`config.mk`:
```
export PLATFORM = sky130hd
export DESIGN_NAME = nearest_texel_address_unit
export DESIGN_NICKNAME = d
export VERILOG_FILES = /design/src/rtl/core/nta_pkg.sv /design/src/rtl/core/nearest_texel_address_unit.sv /design/src/rtl/core/nta_regs.sv /design/src/rtl/core/nta_lane.sv /design/src/rtl/core/nta_merge.sv
export SDC_FILE = /design/constraint.sdc
export NUM_CORES = 2
export LEC_CHECK = 0
export BUFFER_PORTS_ARGS = -buffer_cell sky130_fd_sc_hd__buf_4
export CORE_AREA = 2 2 272 327
export DETAILED_ROUTE_END_ITERATION = 10
export DIE_AREA = 0 0 274 329
export GPL_ROUTABILITY_DRIVEN = 0
export GPL_TIMING_DRIVEN = 0
export HOLD_SLACK_MARGIN = 0.1
export PLACE_DENSITY = 0.95
export SYNTH_ARGS = -nofsm -noshare
export SYNTH_HDL_FRONTEND = slang
export SYNTH_SLANG_ARGS = --single-unit
export TNS_END_PERCENT = 30
```
`constraint.sdc`:
```
create_clock -name clk -period 30.7 [get_ports clk]
set_input_delay 3.07 -clock clk [delete_from_list [all_inputs] [get_ports clk]]
set_output_delay 3.07 -clock clk [all_outputs]
set_load 0.03 [all_outputs]
```
`src/rtl/core/nta_pkg.sv`:
```
// Shared types, widths and register codes for the nearest texel address unit.
package nta_pkg;

  // Texture limits
  localparam int MAX_DIMS  = 3;
  localparam int MAX_SIZE  = 1024;

  // Field widths
  localparam int COORD_W   = 24;
  localparam int FRAC_W    = 16;
  localparam int DIM_W     = 2;
  localparam int CFG_SIZE_W = 11;
  localparam int INDEX_W   = 30;
  localparam int ADDR_W    = 32;
  localparam int DATA_W    = 32;
  localparam int PADDR_W   = 5;

  // Pipeline depth, one load enable per stage in nta_pipe_ld_t
  localparam int STAGES    = 6;

  // Derived datapath widths
  localparam int T_W       = $clog2(MAX_SIZE);          // texel coordinate, 0..size-1
  localparam int SIZE_W    = T_W + 1;                   // effective size, 1..MAX_SIZE
  localparam int QUO_W     = COORD_W - FRAC_W;          // quotient bits of t / size
  localparam int PROD_W    = COORD_W + T_W;             // coord * (size-1) + half
  localparam int TRAW_W    = PROD_W - FRAC_W;           // rounded texel coordinate
  localparam int MID_W     = T_W + QUO_W / 2;           // remainder after upper steps
  localparam int ROW_W     = 2 * T_W;                   // t_y + size_y * t_z
  localparam logic [PROD_W-1:0] HALF = PROD_W'(1) << (FRAC_W - 1);

  // Register map
  typedef enum logic [2:0] {
    REG_DIM_COUNT    = 3'd0,
    REG_SIZE_X       = 3'd1,
    REG_SIZE_Y       = 3'd2,
    REG_SIZE_Z       = 3'd3,
    REG_WRAP_MODE    = 3'd4,
    REG_TEXTURE_BASE = 3'd5
  } nta_reg_t;

  // Wrap mode codes
  localparam logic WRAP_CLAMP  = 1'b0;
  localparam logic WRAP_REPEAT = 1'b1;

  // Per-lane addressing setup
  typedef struct packed {
    logic              active;
    logic              wrap;
    logic [SIZE_W-1:0] size;
    logic [T_W-1:0]    size_m1;
  } nta_lane_cfg_t;

  // Effective configuration seen by the datapath
  typedef struct packed {
    nta_lane_cfg_t     lane_x;
    nta_lane_cfg_t     lane_y;
    nta_lane_cfg_t     lane_z;
    logic [ADDR_W-1:0] base;
  } nta_cfg_t;

  // Stage load enables, stage 1 takes the input beat, stage 6 is the output
  typedef struct packed {
    logic s1;
    logic s2;
    logic s3;
    logic s4;
    logic s5;
    logic s6;
  } nta_pipe_ld_t;

  // Map a raw size register to 1..MAX_SIZE
  function automatic logic [SIZE_W-1:0] eff_size(input logic [CFG_SIZE_W-1:0] raw);
    logic [SIZE_W-1:0] s;
    if (raw == '0) begin
      s = SIZE_W'(1);
    end else if (raw > CFG_SIZE_W'(MAX_SIZE)) begin
      s = SIZE_W'(MAX_SIZE);
    end else begin
      s = SIZE_W'(raw);
    end
    return s;
  endfunction

endpackage

```
`src/rtl/core/nearest_texel_address_unit.sv`:
```
// Top level of the nearest texel address unit: registers, three lanes, merge and flow control.
//
//   channel  | direction | handshake                 | payload
//   ---------+-----------+---------------------------+------------------------------------
//   in_      | in        | in_valid / in_ready       | coord_x, coord_y, coord_z (24b each)
//   out_     | out       | out_valid / out_ready     | texel_index (30b), texel_address (32b)
//   cfg_     | in        | psel/penable, pready = 1  | 6 registers at 4*i, 32-bit data
//
// Six-stage pipeline, one beat per cycle while out_ready keeps the last stage moving:
// one multiply stage and two modulo stages in each lane, then two multiply stages and an
// address stage in the merge. Each stage holds its beat while the one after it is full and
// stalled, so bubbles close up and in_ready stays high while any stage is empty.
// Synchronous reset empties the pipeline and loads the register defaults.
module nearest_texel_address_unit (
  input  logic                        clk,
  input  logic                        rst_n,
  // input channel
  input  logic                        in_valid,
  output logic                        in_ready,
  input  logic [nta_pkg::COORD_W-1:0] in_coord_x,
  input  logic [nta_pkg::COORD_W-1:0] in_coord_y,
  input  logic [nta_pkg::COORD_W-1:0] in_coord_z,
  // result channel
  output logic                        out_valid,
  input  logic                        out_ready,
  output logic [nta_pkg::INDEX_W-1:0] out_texel_index,
  output logic [nta_pkg::ADDR_W-1:0]  out_texel_address,
  // configuration port
  input  logic                        cfg_psel,
  input  logic                        cfg_penable,
  input  logic                        cfg_pwrite,
  input  logic [nta_pkg::PADDR_W-1:0] cfg_paddr,
  input  logic [nta_pkg::DATA_W-1:0]  cfg_pwdata,
  output logic [nta_pkg::DATA_W-1:0]  cfg_prdata,
  output logic                        cfg_pready
);
  import nta_pkg::*;

  nta_cfg_t           cfg;
  nta_pipe_ld_t       ld;
  logic [STAGES-1:0]  vld_r;
  logic [STAGES-1:0]  vld_nxt;
  logic [STAGES-1:0]  en;
  logic [T_W-1:0]     t_x;
  logic [T_W-1:0]     t_y;
  logic [T_W-1:0]     t_z;

  assign cfg_pready = 1'b1;

  nta_regs u_regs (
    .clk     (clk),
    .rst_n   (rst_n),
    .psel    (cfg_psel),
    .penable (cfg_penable),
    .pwrite  (cfg_pwrite),
    .paddr   (cfg_paddr),
    .pwdata  (cfg_pwdata),
    .prdata  (cfg_prdata),
    .cfg     (cfg)
  );

  // Stage k may load when empty or when its beat moves on; last stage frees on out_ready
  always_comb begin
    en[STAGES-1] = !vld_r[STAGES-1] || out_ready;
    for (int k = STAGES - 2; k >= 0; k--) begin
      en[k] = !vld_r[k] || en[k+1];
    end
  end

  // Advance the valid bits
  always_comb begin
    vld_nxt[0] = en[0] ? in_valid : vld_r[0];
    for (int k = 1; k < STAGES; k++) begin
      vld_nxt[k] = en[k] ? vld_r[k-1] : vld_r[k];
    end
  end

  always_ff @(posedge clk) begin
    if (!rst_n) begin
      vld_r <= '0;
    end else begin
      vld_r <= vld_nxt;
    end
  end

  assign ld.s1 = en[0];
  assign ld.s2 = en[1];
  assign ld.s3 = en[2];
  assign ld.s4 = en[3];
  assign ld.s5 = en[4];
  assign ld.s6 = en[5];

  assign in_ready  = en[0];
  assign out_valid = vld_r[STAGES-1];

  nta_lane u_lane_x (
    .clk   (clk),
    .cfg   (cfg.lane_x),
    .ld    (ld),
    .coord (in_coord_x),
    .texel (t_x)
  );

  nta_lane u_lane_y (
    .clk   (clk),
    .cfg   (cfg.lane_y),
    .ld    (ld),
    .coord (in_coord_y),
    .texel (t_y)
  );

  nta_lane u_lane_z (
    .clk   (clk),
    .cfg   (cfg.lane_z),
    .ld    (ld),
    .coord (in_coord_z),
    .texel (t_z)
  );

  nta_merge u_merge (
    .clk           (clk),
    .cfg           (cfg),
    .ld            (ld),
    .t_x           (t_x),
    .t_y           (t_y),
    .t_z           (t_z),
    .texel_index   (out_texel_index),
    .texel_address (out_texel_address)
  );

endmodule

```
`src/rtl/core/nta_regs.sv`:
```
// Configuration register file with APB-style access and effective setup decode.
module nta_regs (
  input  logic                        clk,
  input  logic                        rst_n,
  input  logic                        psel,
  input  logic                        penable,
  input  logic                        pwrite,
  input  logic [nta_pkg::PADDR_W-1:0] paddr,
  input  logic [nta_pkg::DATA_W-1:0]  pwdata,
  output logic [nta_pkg::DATA_W-1:0]  prdata,
  output nta_pkg::nta_cfg_t           cfg
);
  import nta_pkg::*;

  logic [DIM_W-1:0]      dim_count_r;
  logic [CFG_SIZE_W-1:0] size_x_r;
  logic [CFG_SIZE_W-1:0] size_y_r;
  logic [CFG_SIZE_W-1:0] size_z_r;
  logic                  wrap_mode_r;
  logic [ADDR_W-1:0]     base_r;
  nta_reg_t              reg_sel;
  logic                  wr_en;
  logic [DIM_W-1:0]      dims;
  logic [SIZE_W-1:0]     sx;
  logic [SIZE_W-1:0]     sy;
  logic [SIZE_W-1:0]     sz;

  assign reg_sel = nta_reg_t'(paddr[PADDR_W-1:2]);
  assign wr_en   = psel && penable && pwrite;

  // Write the addressed register, ignore addresses past the map
  always_ff @(posedge clk) begin
    if (!rst_n) begin
      dim_count_r <= DIM_W'(2);
      size_x_r    <= CFG_SIZE_W'(1);
      size_y_r    <= CFG_SIZE_W'(1);
      size_z_r    <= CFG_SIZE_W'(1);
      wrap_mode_r <= WRAP_CLAMP;
      base_r      <= '0;
    end else if (wr_en) begin
      unique case (reg_sel)
        REG_DIM_COUNT:    dim_count_r <= pwdata[DIM_W-1:0];
        REG_SIZE_X:       size_x_r    <= pwdata[CFG_SIZE_W-1:0];
        REG_SIZE_Y:       size_y_r    <= pwdata[CFG_SIZE_W-1:0];
        REG_SIZE_Z:       size_z_r    <= pwdata[CFG_SIZE_W-1:0];
        REG_WRAP_MODE:    wrap_mode_r <= pwdata[0];
        REG_TEXTURE_BASE: base_r      <= pwdata[ADDR_W-1:0];
        default: ;
      endcase
    end
  end

  // Read back the raw register values
  always_comb begin
    unique case (reg_sel)
      REG_DIM_COUNT:    prdata = DATA_W'(dim_count_r);
      REG_SIZE_X:       prdata = DATA_W'(size_x_r);
      REG_SIZE_Y:       prdata = DATA_W'(size_y_r);
      REG_SIZE_Z:       prdata = DATA_W'(size_z_r);
      REG_WRAP_MODE:    prdata = DATA_W'(wrap_mode_r);
      REG_TEXTURE_BASE: prdata = DATA_W'(base_r);
      default:          prdata = '0;
    endcase
  end

  // Saturate dimension count to 1..MAX_DIMS
  always_comb begin
    if (dim_count_r == '0) begin
      dims = DIM_W'(1);
    end else if (dim_count_r > DIM_W'(MAX_DIMS)) begin
      dims = DIM_W'(MAX_DIMS);
    end else begin
      dims = dim_count_r;
    end
  end

  assign sx = eff_size(size_x_r);
  assign sy = eff_size(size_y_r);
  assign sz = eff_size(size_z_r);

  // Build the per-lane setup
  always_comb begin
    cfg.lane_x.active  = 1'b1;
    cfg.lane_x.wrap    = wrap_mode_r;
    cfg.lane_x.size    = sx;
    cfg.lane_x.size_m1 = T_W'(sx - SIZE_W'(1));
    cfg.lane_y.active  = (dims >= DIM_W'(2));
    cfg.lane_y.wrap    = wrap_mode_r;
    cfg.lane_y.size    = sy;
    cfg.lane_y.size_m1 = T_W'(sy - SIZE_W'(1));
    cfg.lane_z.active  = (dims >= DIM_W'(3));
    cfg.lane_z.wrap    = wrap_mode_r;
    cfg.lane_z.size    = sz;
    cfg.lane_z.size_m1 = T_W'(sz - SIZE_W'(1));
    cfg.base           = base_r;
  end

endmodule

```
`src/rtl/core/nta_lane.sv`:
```
// One coordinate lane: scale and round, then clamp or modulo over two stages.
module nta_lane (
  input  logic                         clk,
  input  nta_pkg::nta_lane_cfg_t       cfg,
  input  nta_pkg::nta_pipe_ld_t        ld,
  input  logic [nta_pkg::COORD_W-1:0]  coord,
  output logic [nta_pkg::T_W-1:0]      texel
);
  import nta_pkg::*;

  logic [PROD_W-1:0] prod_sum;
  logic [TRAW_W-1:0] traw_nxt;
  logic [TRAW_W-1:0] traw_r;
  logic [TRAW_W-1:0] rem_hi;
  logic [TRAW_W-1:0] div_hi;
  logic [T_W-1:0]    clamp_val;
  logic [MID_W-1:0]  mid_nxt;
  logic [MID_W-1:0]  mid_r;
  logic [MID_W-1:0]  rem_lo;
  logic [MID_W-1:0]  div_lo;
  logic [T_W-1:0]    texel_nxt;
  logic [T_W-1:0]    texel_r;

  // Stage 1: round-half-up of coord * (size-1), zero for an unused dimension
  always_comb begin
    prod_sum = PROD_W'(coord) * PROD_W'(cfg.size_m1) + HALF;
    traw_nxt = cfg.active ? prod_sum[PROD_W-1:FRAC_W] : '0;
  end

  // Stage 2: upper restoring steps of the modulo, or clamp to the edge
  always_comb begin
    rem_hi = traw_r;
    div_hi = '0;
    for (int k = QUO_W - 1; k >= QUO_W / 2; k--) begin
      div_hi = TRAW_W'(cfg.size) << k;
      if (rem_hi >= div_hi) begin
        rem_hi = rem_hi - div_hi;
      end
    end
    clamp_val = (traw_r > TRAW_W'(cfg.size_m1)) ? cfg.size_m1 : traw_r[T_W-1:0];
    mid_nxt   = (cfg.wrap == WRAP_REPEAT) ? rem_hi[MID_W-1:0] : MID_W'(clamp_val);
  end

  // Stage 3: lower restoring steps, remainder now below size
  always_comb begin
    rem_lo = mid_r;
    div_lo = '0;
    for (int k = QUO_W / 2 - 1; k >= 0; k--) begin
      div_lo = MID_W'(cfg.size) << k;
      if (rem_lo >= div_lo) begin
        rem_lo = rem_lo - div_lo;
      end
    end
    texel_nxt = (cfg.wrap == WRAP_REPEAT) ? rem_lo[T_W-1:0] : mid_r[T_W-1:0];
  end

  // Advance the lane registers on their stage loads
  always_ff @(posedge clk) begin
    if (ld.s1) begin
      traw_r <= traw_nxt;
    end
    if (ld.s2) begin
      mid_r <= mid_nxt;
    end
    if (ld.s3) begin
      texel_r <= texel_nxt;
    end
  end

  assign texel = texel_r;

endmodule

```
`src/rtl/core/nta_merge.sv`:
```
// Merge stage: mixed-radix texel index from the lane results, then word address.
module nta_merge (
  input  logic                         clk,
  input  nta_pkg::nta_cfg_t            cfg,
  input  nta_pkg::nta_pipe_ld_t        ld,
  input  logic [nta_pkg::T_W-1:0]      t_x,
  input  logic [nta_pkg::T_W-1:0]      t_y,
  input  logic [nta_pkg::T_W-1:0]      t_z,
  output logic [nta_pkg::INDEX_W-1:0]  texel_index,
  output logic [nta_pkg::ADDR_W-1:0]   texel_address
);
  import nta_pkg::*;

  logic [ROW_W-1:0]   row_nxt;
  logic [ROW_W-1:0]   row_r;
  logic [T_W-1:0]     tx_d_r;
  logic [INDEX_W-1:0] idx_nxt;
  logic [INDEX_W-1:0] idx_r;
  logic [INDEX_W-1:0] index_r;
  logic [ADDR_W-1:0]  addr_nxt;
  logic [ADDR_W-1:0]  addr_r;

  // Stage 4: inner radix term t_y + size_y * t_z
  assign row_nxt = ROW_W'(t_y) + ROW_W'(cfg.lane_y.size) * ROW_W'(t_z);

  // Stage 5: outer radix term t_x + size_x * row, kept to the index width
  assign idx_nxt = INDEX_W'(tx_d_r) + INDEX_W'(cfg.lane_x.size) * INDEX_W'(row_r);

  // Stage 6: word address, wraps at the address width
  assign addr_nxt = cfg.base + {idx_r, 2'b00};

  always_ff @(posedge clk) begin
    if (ld.s4) begin
      row_r  <= row_nxt;
      tx_d_r <= t_x;
    end
    if (ld.s5) begin
      idx_r <= idx_nxt;
    end
    if (ld.s6) begin
      index_r <= idx_r;
      addr_r  <= addr_nxt;
    end
  end

  assign texel_index   = index_r;
  assign texel_address = addr_r;

endmodule

```
# Word-level counts from Yosys, hierarchy flattened

Cells that the tools add are included.
Widths: inputs -> output; s select.

Flip-flop bits (word level): 322
Word-level logic and storage cells: 172

Add/sub/neg operators: 33
Multipliers: 5
$lt $le $gt $ge: 33
Equal/unequal tests: 5
Muxes and demuxes: 42
Reduce and logical (&&, ||, !) cells: 25

Operator list:

| kind                   | number |
|---|---|
| $pmux 32 s6            | 1 |
| $mux 14                | 12 |
| $mux 18                | 9 |
| $mux 10                | 12 |
| $add 34x16->34 const B | 3 |
| $mul 24x10->34         | 3 |
| $sub 14x14->14         | 6 |
| $mux 11                | 6 |
| $ge 18x15->1           | 3 |
| $ge 18x16->1           | 3 |
| $ge 18x17->1           | 3 |
| $ge 18x18->1           | 3 |
| $gt 18x10->1           | 3 |
| $sub 18x16->18         | 3 |
| $sub 18x17->18         | 3 |
| $sub 18x18->18         | 3 |
| $ge 14x11->1           | 3 |
| $ge 14x12->1           | 3 |
| $ge 14x13->1           | 3 |
| $ge 14x14->1           | 3 |
| $sub 14x12->14         | 3 |
| $sub 14x13->14         | 3 |
| $gt 11x11->1 const B   | 3 |
| $logic_not 11->1       | 3 |
| other kinds (19)       | 43 |

# Logic depth before layout (Yosys ltp)

Word-level depth: 12
Depth in mapped cells: 53

# Modules after synthesis

A second synthesis with hierarchy kept.

Cell total of the unflattened synthesis: 7113
Area, all modules: 63081.8 µm²

By module, submodules not included:

| module                     | times used | cells each | area each (µm²) | sequential area each (µm²) |
|---|---|---|---|---|
| nta_merge                  | 1          | 1705       | 16553.4         | 3663.5 |
| nta_lane at u_lane_y       | 1          | 1657       | 14244.9         | 1261.2 |
| nta_lane at u_lane_x       | 1          | 1621       | 13994.7         | 1261.2 |
| nta_lane at u_lane_z       | 1          | 1580       | 13858.3         | 1261.2 |
| nta_regs                   | 1          | 522        | 4185.3          | 1361.3 |
| nearest_texel_address_unit | 1          | 28         | 245.2           | 120.1 |

# Least setup slack after synthesis

OpenSTA, ideal clock, no wires.

Path type: reg2reg
From: register u_regs.size_x_r[1]
To: register u_lane_x.mid_r[5] (data pin)
Library setup time: 0.146 ns
Data arrival time: 10.921 ns
Data required time: 30.554 ns
Slack: 19.633 ns
Stages on the path, launching flop included: 50
Buffers on the path: 6
Period minus slack after synthesis: 11.067 ns
Cell sequence: dfxtp_1 > nor3_1 > nand4_1 > o21ai_0 > and2_1 > clkbuf_1 > buf_1 > inv_1 > ha_1 > and3_1 > nand2_1 > o31ai_2 > o221ai_1 > nand2b_1 > clkbuf_1 > mux2_2 > ha_1 > a21o_1 > (+14 left out) > o21bai_1 > a21o_1 > or3b_1 > buf_2 > mux2_2 > ha_1 > nor2b_1 > o21ai_0 > a21boi_0 > o21ai_0 > a21boi_0 > o21ai_0 > a31oi_1 > o21a_1 > a211o_1 > a31oi_4 > mux2_4 > a21oi_1

Word-level cells in the longest chain between the ends: 12
Elaborated cells on any way between the ends: 20
Those cells by class: 5 x add/sub; 6 x order compare; 8 x mux; 1 x reduce/logical

RTL lines:

| element                                        | RTL line                       | text |
|---|---|---|
| start, declared                                | nta_regs.sv:16                 | `logic [CFG_SIZE_W-1:0] size_x_r;` |
| start signal, assigned                         | nta_regs.sv:43                 | `REG_SIZE_X: size_x_r <= pwdata[CFG_SIZE_W-1:0];` |
| $gt 11x11->1                                   | nta_pkg.sv:76                  | `end else if (raw > CFG_SIZE_W'(MAX_SIZE)) begin` |
| $mux 11                                        | nta_pkg.sv:76                  |  |
| $mux 11 (*)                                    | nta_pkg.sv:74                  | `if (raw == '0) begin` |
| $sub 18x18->18 or $ge 18x18->1 (tied branches) | nta_lane.sv:37, nta_lane.sv:36 |  |
| $mux 18                                        | nta_lane.sv:36                 | `if (rem_hi >= div_hi) begin` |
| $sub 18x17->18 or $ge 18x17->1 (tied branches) | nta_lane.sv:37, nta_lane.sv:36 |  |
| $mux 18                                        | nta_lane.sv:36                 |  |
| $sub 18x16->18 or $ge 18x16->1 (tied branches) | nta_lane.sv:37, nta_lane.sv:36 |  |
| $mux 18                                        | nta_lane.sv:36                 |  |
| $ge 18x15->1 or $sub 14x14->14 (tied branches) | nta_lane.sv:36, nta_lane.sv:37 |  |
| $mux 14                                        | nta_lane.sv:36                 |  |
| $mux 10 (*)                                    | nta_lane.sv:41                 | `mid_nxt = (cfg.wrap == WRAP_REPEAT) ? rem_hi[MID_W-1:0] : MID_W'(clamp_val);` |
| named net u_lane_x.mid_nxt[5]                  | nta_lane.sv:17                 | `logic [MID_W-1:0] mid_nxt;` |
| end signal, assigned                           | nta_lane.sv:63                 | `mid_r <= mid_nxt;` |
| end, declared                                  | nta_lane.sv:18                 | `logic [MID_W-1:0] mid_r;` |

Mark *: on every way through the listed nets, which the timed path passes. The rest lies on a longest branch.
A chain may end at the register's enable or synchronous reset.

# Worst setup path after layout

From: register u_regs.size_x_r[1]
To: register u_lane_x.texel_r[3], in the netlist u_lane_x.texel[3] (data pin)

Word-level cells in the longest chain between the ends: 12
Elaborated cells on any way between the ends: 17
Those cells by class: 4 x add/sub; 5 x order compare; 7 x mux; 1 x reduce/logical

RTL lines:

| element                                        | RTL line                       | text |
|---|---|---|
| $gt 11x11->1                                   | nta_pkg.sv:76                  |  |
| $mux 11                                        | nta_pkg.sv:76                  |  |
| $mux 11 (*)                                    | nta_pkg.sv:74                  |  |
| $sub 14x14->14 or $ge 14x14->1 (tied branches) | nta_lane.sv:51, nta_lane.sv:50 |  |
| $mux 14                                        | nta_lane.sv:50                 | `if (rem_lo >= div_lo) begin` |
| $sub 14x13->14 or $ge 14x13->1 (tied branches) | nta_lane.sv:51, nta_lane.sv:50 |  |
| $mux 14                                        | nta_lane.sv:50                 |  |
| $sub 14x12->14 or $ge 14x12->1 (tied branches) | nta_lane.sv:51, nta_lane.sv:50 |  |
| $mux 14                                        | nta_lane.sv:50                 |  |
| $ge 14x11->1 or $sub 10x10->10 (tied branches) | nta_lane.sv:50, nta_lane.sv:51 |  |
| $mux 10 (*)                                    | nta_lane.sv:50                 |  |
| $mux 10 (*)                                    | nta_lane.sv:54                 | `texel_nxt = (cfg.wrap == WRAP_REPEAT) ? rem_lo[T_W-1:0] : mid_r[T_W-1:0];` |
| named net u_lane_x.texel_nxt[3]                | nta_lane.sv:21                 | `logic [T_W-1:0] texel_nxt;` |
| end signal, assigned                           | nta_lane.sv:66                 | `texel_r <= texel_nxt;` |
| end, declared                                  | nta_lane.sv:22                 | `logic [T_W-1:0] texel_r;` |

Marked as above.

==> metrics.txt <==
outcome=finished, violations left; failing checks=DRC; clock slew at reported path FFs=0.08 ns; min-delay src=u_lane_x.texel[0]; Port Buf Inserts=143; Clock Tree Buf Depth=3; register area share after synthesis=14.6%; via/cell ratio=6.56; CP required=31.04 ns; initial antenna violation count=17; root buf cell=clkbuf_16; DIE WIDTH=274 µm; # resized after CTS=0; largest net degree at the start of global routing=49; Yosys top cell area share=26.0%; hold_ws=0.414 ns; Crit Reg-Reg Startpoint=u_regs.size_x_r[1]; reg2reg setup slack=15.43 ns; Final TNS setup=0 ns; Distinct cells, synth=96; Hold Buf Count CTS=0; cts bufs inserted=35; total gr overflow=0; worst hold path class=flip-flop to flip-flop; overall routing resource usage=40.6%; maxcap violations=0; First DRT Iteration DRCs=6,305; die area=90,100 µm²; via count=54,092; Final Max Tran Viols=0; CP Max Fanout=10; Setup Viol. Count Final=0; IO Pins=213; kind of critical path=flip-flop to flip-flop; f_max=0.0655 GHz; Post-synth EDFFs=248; synthesized netlist net count=8,508; Critical Path AT=15.62 ns; fin nets=8,691; vias in the first global route=57,289; Remaining DRCs=1; Slew HR=3.95%; DRT Pass-1 Iters=11; worst clock skew=0.0458 ns; CP delay by family, top=compound AO/OA/AOI/OAI gates; share of cells above drive strength 1=5.29%; ys flop type=edfxtp_1; Yosys top cell by area=fa_1; H-tree levels=2; final WL=183,000 µm; Worst Setup End Kind=flip-flop; worst hold path depth=0; RSZ-0062 raised after global routing=no; Hold Path End=u_merge.tx_d_r[0]; Reg2Reg Capture Point=u_lane_x.texel[3]; Yosys warning total=0; post-route ant nets=0; Starting Density=70.1%; Die Ht=329 µm; crit path time final=15.27 ns; CTS sink count=322; measured slew at the worst slew-check pin=1.43 ns; Synth Register Bits=322; Post-Synthesis Cells=6,877; final hold vios=0; Layout area overhead=6.08%; global-route wire length before repair=289,000 µm; insertion delay to the later sink of the worst-skew pair=0.61 ns; Core Footprint=87,300 µm²; Cell Area, Synth=61,200 µm²; CTS tree=yes; slowest stage delay, CP=1.12 ns; Post-DP HPWL=143,000 µm; Startpoint Class=flip-flop; CP Buf/Inv Count=7; post-detailed-route wirelength per cell=22.3 µm; largest cells by area after synthesis=fa_1, ha_1, edfxtp_1, inv_1, nand2_1; Post-CTS Setup Inserts=0; cell repeated most along the worst path=o21ai_0; reg2reg path depth=49; Synth async-reset ratio=0%; Fill cells=5,256; critical path's slowest cell=o21ai_0; synthesized area per cell=8.90 µm²; Site Rows=119; period utilization=49.7%
[stage by stage]
step | utilization [%] | area [µm²] | setup WS [ns] | instances
2_1_floorplan | - | 61200 | 19.63 | 6877
6_report | 74.4 | 64900 | 15.43 | 8240
3_3_place_gp | 73.0 | 63700 | 16.95 | 8169
3_5_place_dp | 73.1 | 63800 | 16.47 | 8172
5_1_grt | 74.4 | 64900 | 15.15 | 8237
4_1_cts | 74.4 | 64900 | 16.25 | 8235
[cells in the final DEF (no fill, tap or decap), drive strengths merged, types with 14 or more instances in the layout]
master  synthesis  layout
inv           955     958
nand2         897     897
fa            796     796
ha            719     719
and2          342     342
nor2          318     318
a21oi         291     291
clkbuf        212     255
edfxtp        248     248
buf            77     223
xnor2         209     209
o21ai         194     194
nor2b         176     176
a21o          117     117
nand2b        113     113
mux2          104     104
nand3          98      98
xor2           94      94
o21a           88      88
mux2i          83      83
nor3           76      76
a21boi         76      76
dfxtp          74      74
nand4          69      69
and3           59      59
a211oi         32      32
a31oi          28      28
o21bai         26      26
or3            24      24
o221ai         23      23
o31ai          23      23
nor4           21      21
o211ai         19      19
or2            19      19
clkinv          1      17
nand3b         15      15
o31a           14      14
[worst max path at each step]
stage / start / to / slack [ns] / depth (start not counted)
floorplan: u_regs.size_x_r[1] / u_lane_x.mid_r[5] / 19.63 / 49
global placement: u_regs.size_y_r[1] / u_lane_y.mid_r[12] / 16.95 / 48
detailed placement: u_regs.size_y_r[1] / u_lane_y.mid_r[12] / 16.47 / 48
CTS: u_regs.size_x_r[1] / u_lane_x.texel[3] / 16.25 / 49
global route: u_regs.size_x_r[1] / u_lane_x.texel[3] / 15.15 / 49
finish: u_regs.size_x_r[1] / u_lane_x.texel[3] / 15.43 / 49
[kinds of logic (layout without fill, tap and decap cells)]
group                      after synthesis  after routing  synth area share (%)
adders and majority gates             1515           1515                  40.7
xor gates and xnor gates               303            303                  4.34
and+or+nand+nor                       2271           2271                  18.1
AOI/OAI and AO/OA                     1032           1032                  11.1
buffers and inverters                 1245           1454                  7.73
other                                    1              6               0.00613
muxes                                  188            188                  3.37
DFF                                    322            322                  14.6
[state kept, by name, indices dropped and copies added (netlist names)]
register and cells:
u_lane_x.mid_r 14, u_lane_x.texel 10, u_lane_x.traw_r 18, u_lane_y.mid_r 14, u_lane_y.texel 10, u_lane_y.traw_r 18
u_lane_z.mid_r 14, u_lane_z.texel 10, u_lane_z.traw_r 18, u_merge.idx_r 30, u_merge.row_r 20, u_merge.texel_address 32
u_merge.texel_index 30, u_merge.tx_d_r 10, u_regs.base_r 32, u_regs.dim_count_r 2, u_regs.size_x_r 11, u_regs.size_y_r 11
u_regs.size_z_r 11, u_regs.wrap_mode_r 1, vld_r 6
[cell usage after synthesis, drive strengths merged, types with 94 or more instances]
library cell	instances
edfxtp	248
clkbuf	212
nand2b	113
inv	955
nor2b	176
nand3	98
o21ai	194
xor2	94
nor2	318
a21oi	291
mux2	104
ha	719
and2	342
fa	796
xnor2	209
nand2	897
a21o	117
[layout make-up]
cell class / instances / area (µm²) / area share, %
timing repair buffer: 146 / 1130 / 1.75
clock inverter: 20 / 129 / 0.198
buffer: 289 / 1140 / 1.76
sequential: 322 / 8930 / 13.8
clock buffer: 43 / 1000 / 1.54
tap: 1149 / 1440 / 2.21
antenna: 5 / 12.5 / 0.0193
multi-input combinational: 5310 / 47600 / 73.2
inverter: 956 / 3590 / 5.53
[routing by layer]
| metal | up-vias | track usage [%] | wire length [µm] |
|---|---|---|---|
| met5 | - | 0.211 | 204 |
| met4 | 26 | 32.1 | 17600 |
| met3 | 1416 | 13.8 | 23100 |
| met2 | 3989 | 65.7 | 84000 |
| met1 | 25649 | 43.5 | 58600 |
| li1 | 23012 | - | - |
Power is not shown: default switching activity piles up to over one toggle a cycle in this logic, so the estimate is an artifact.
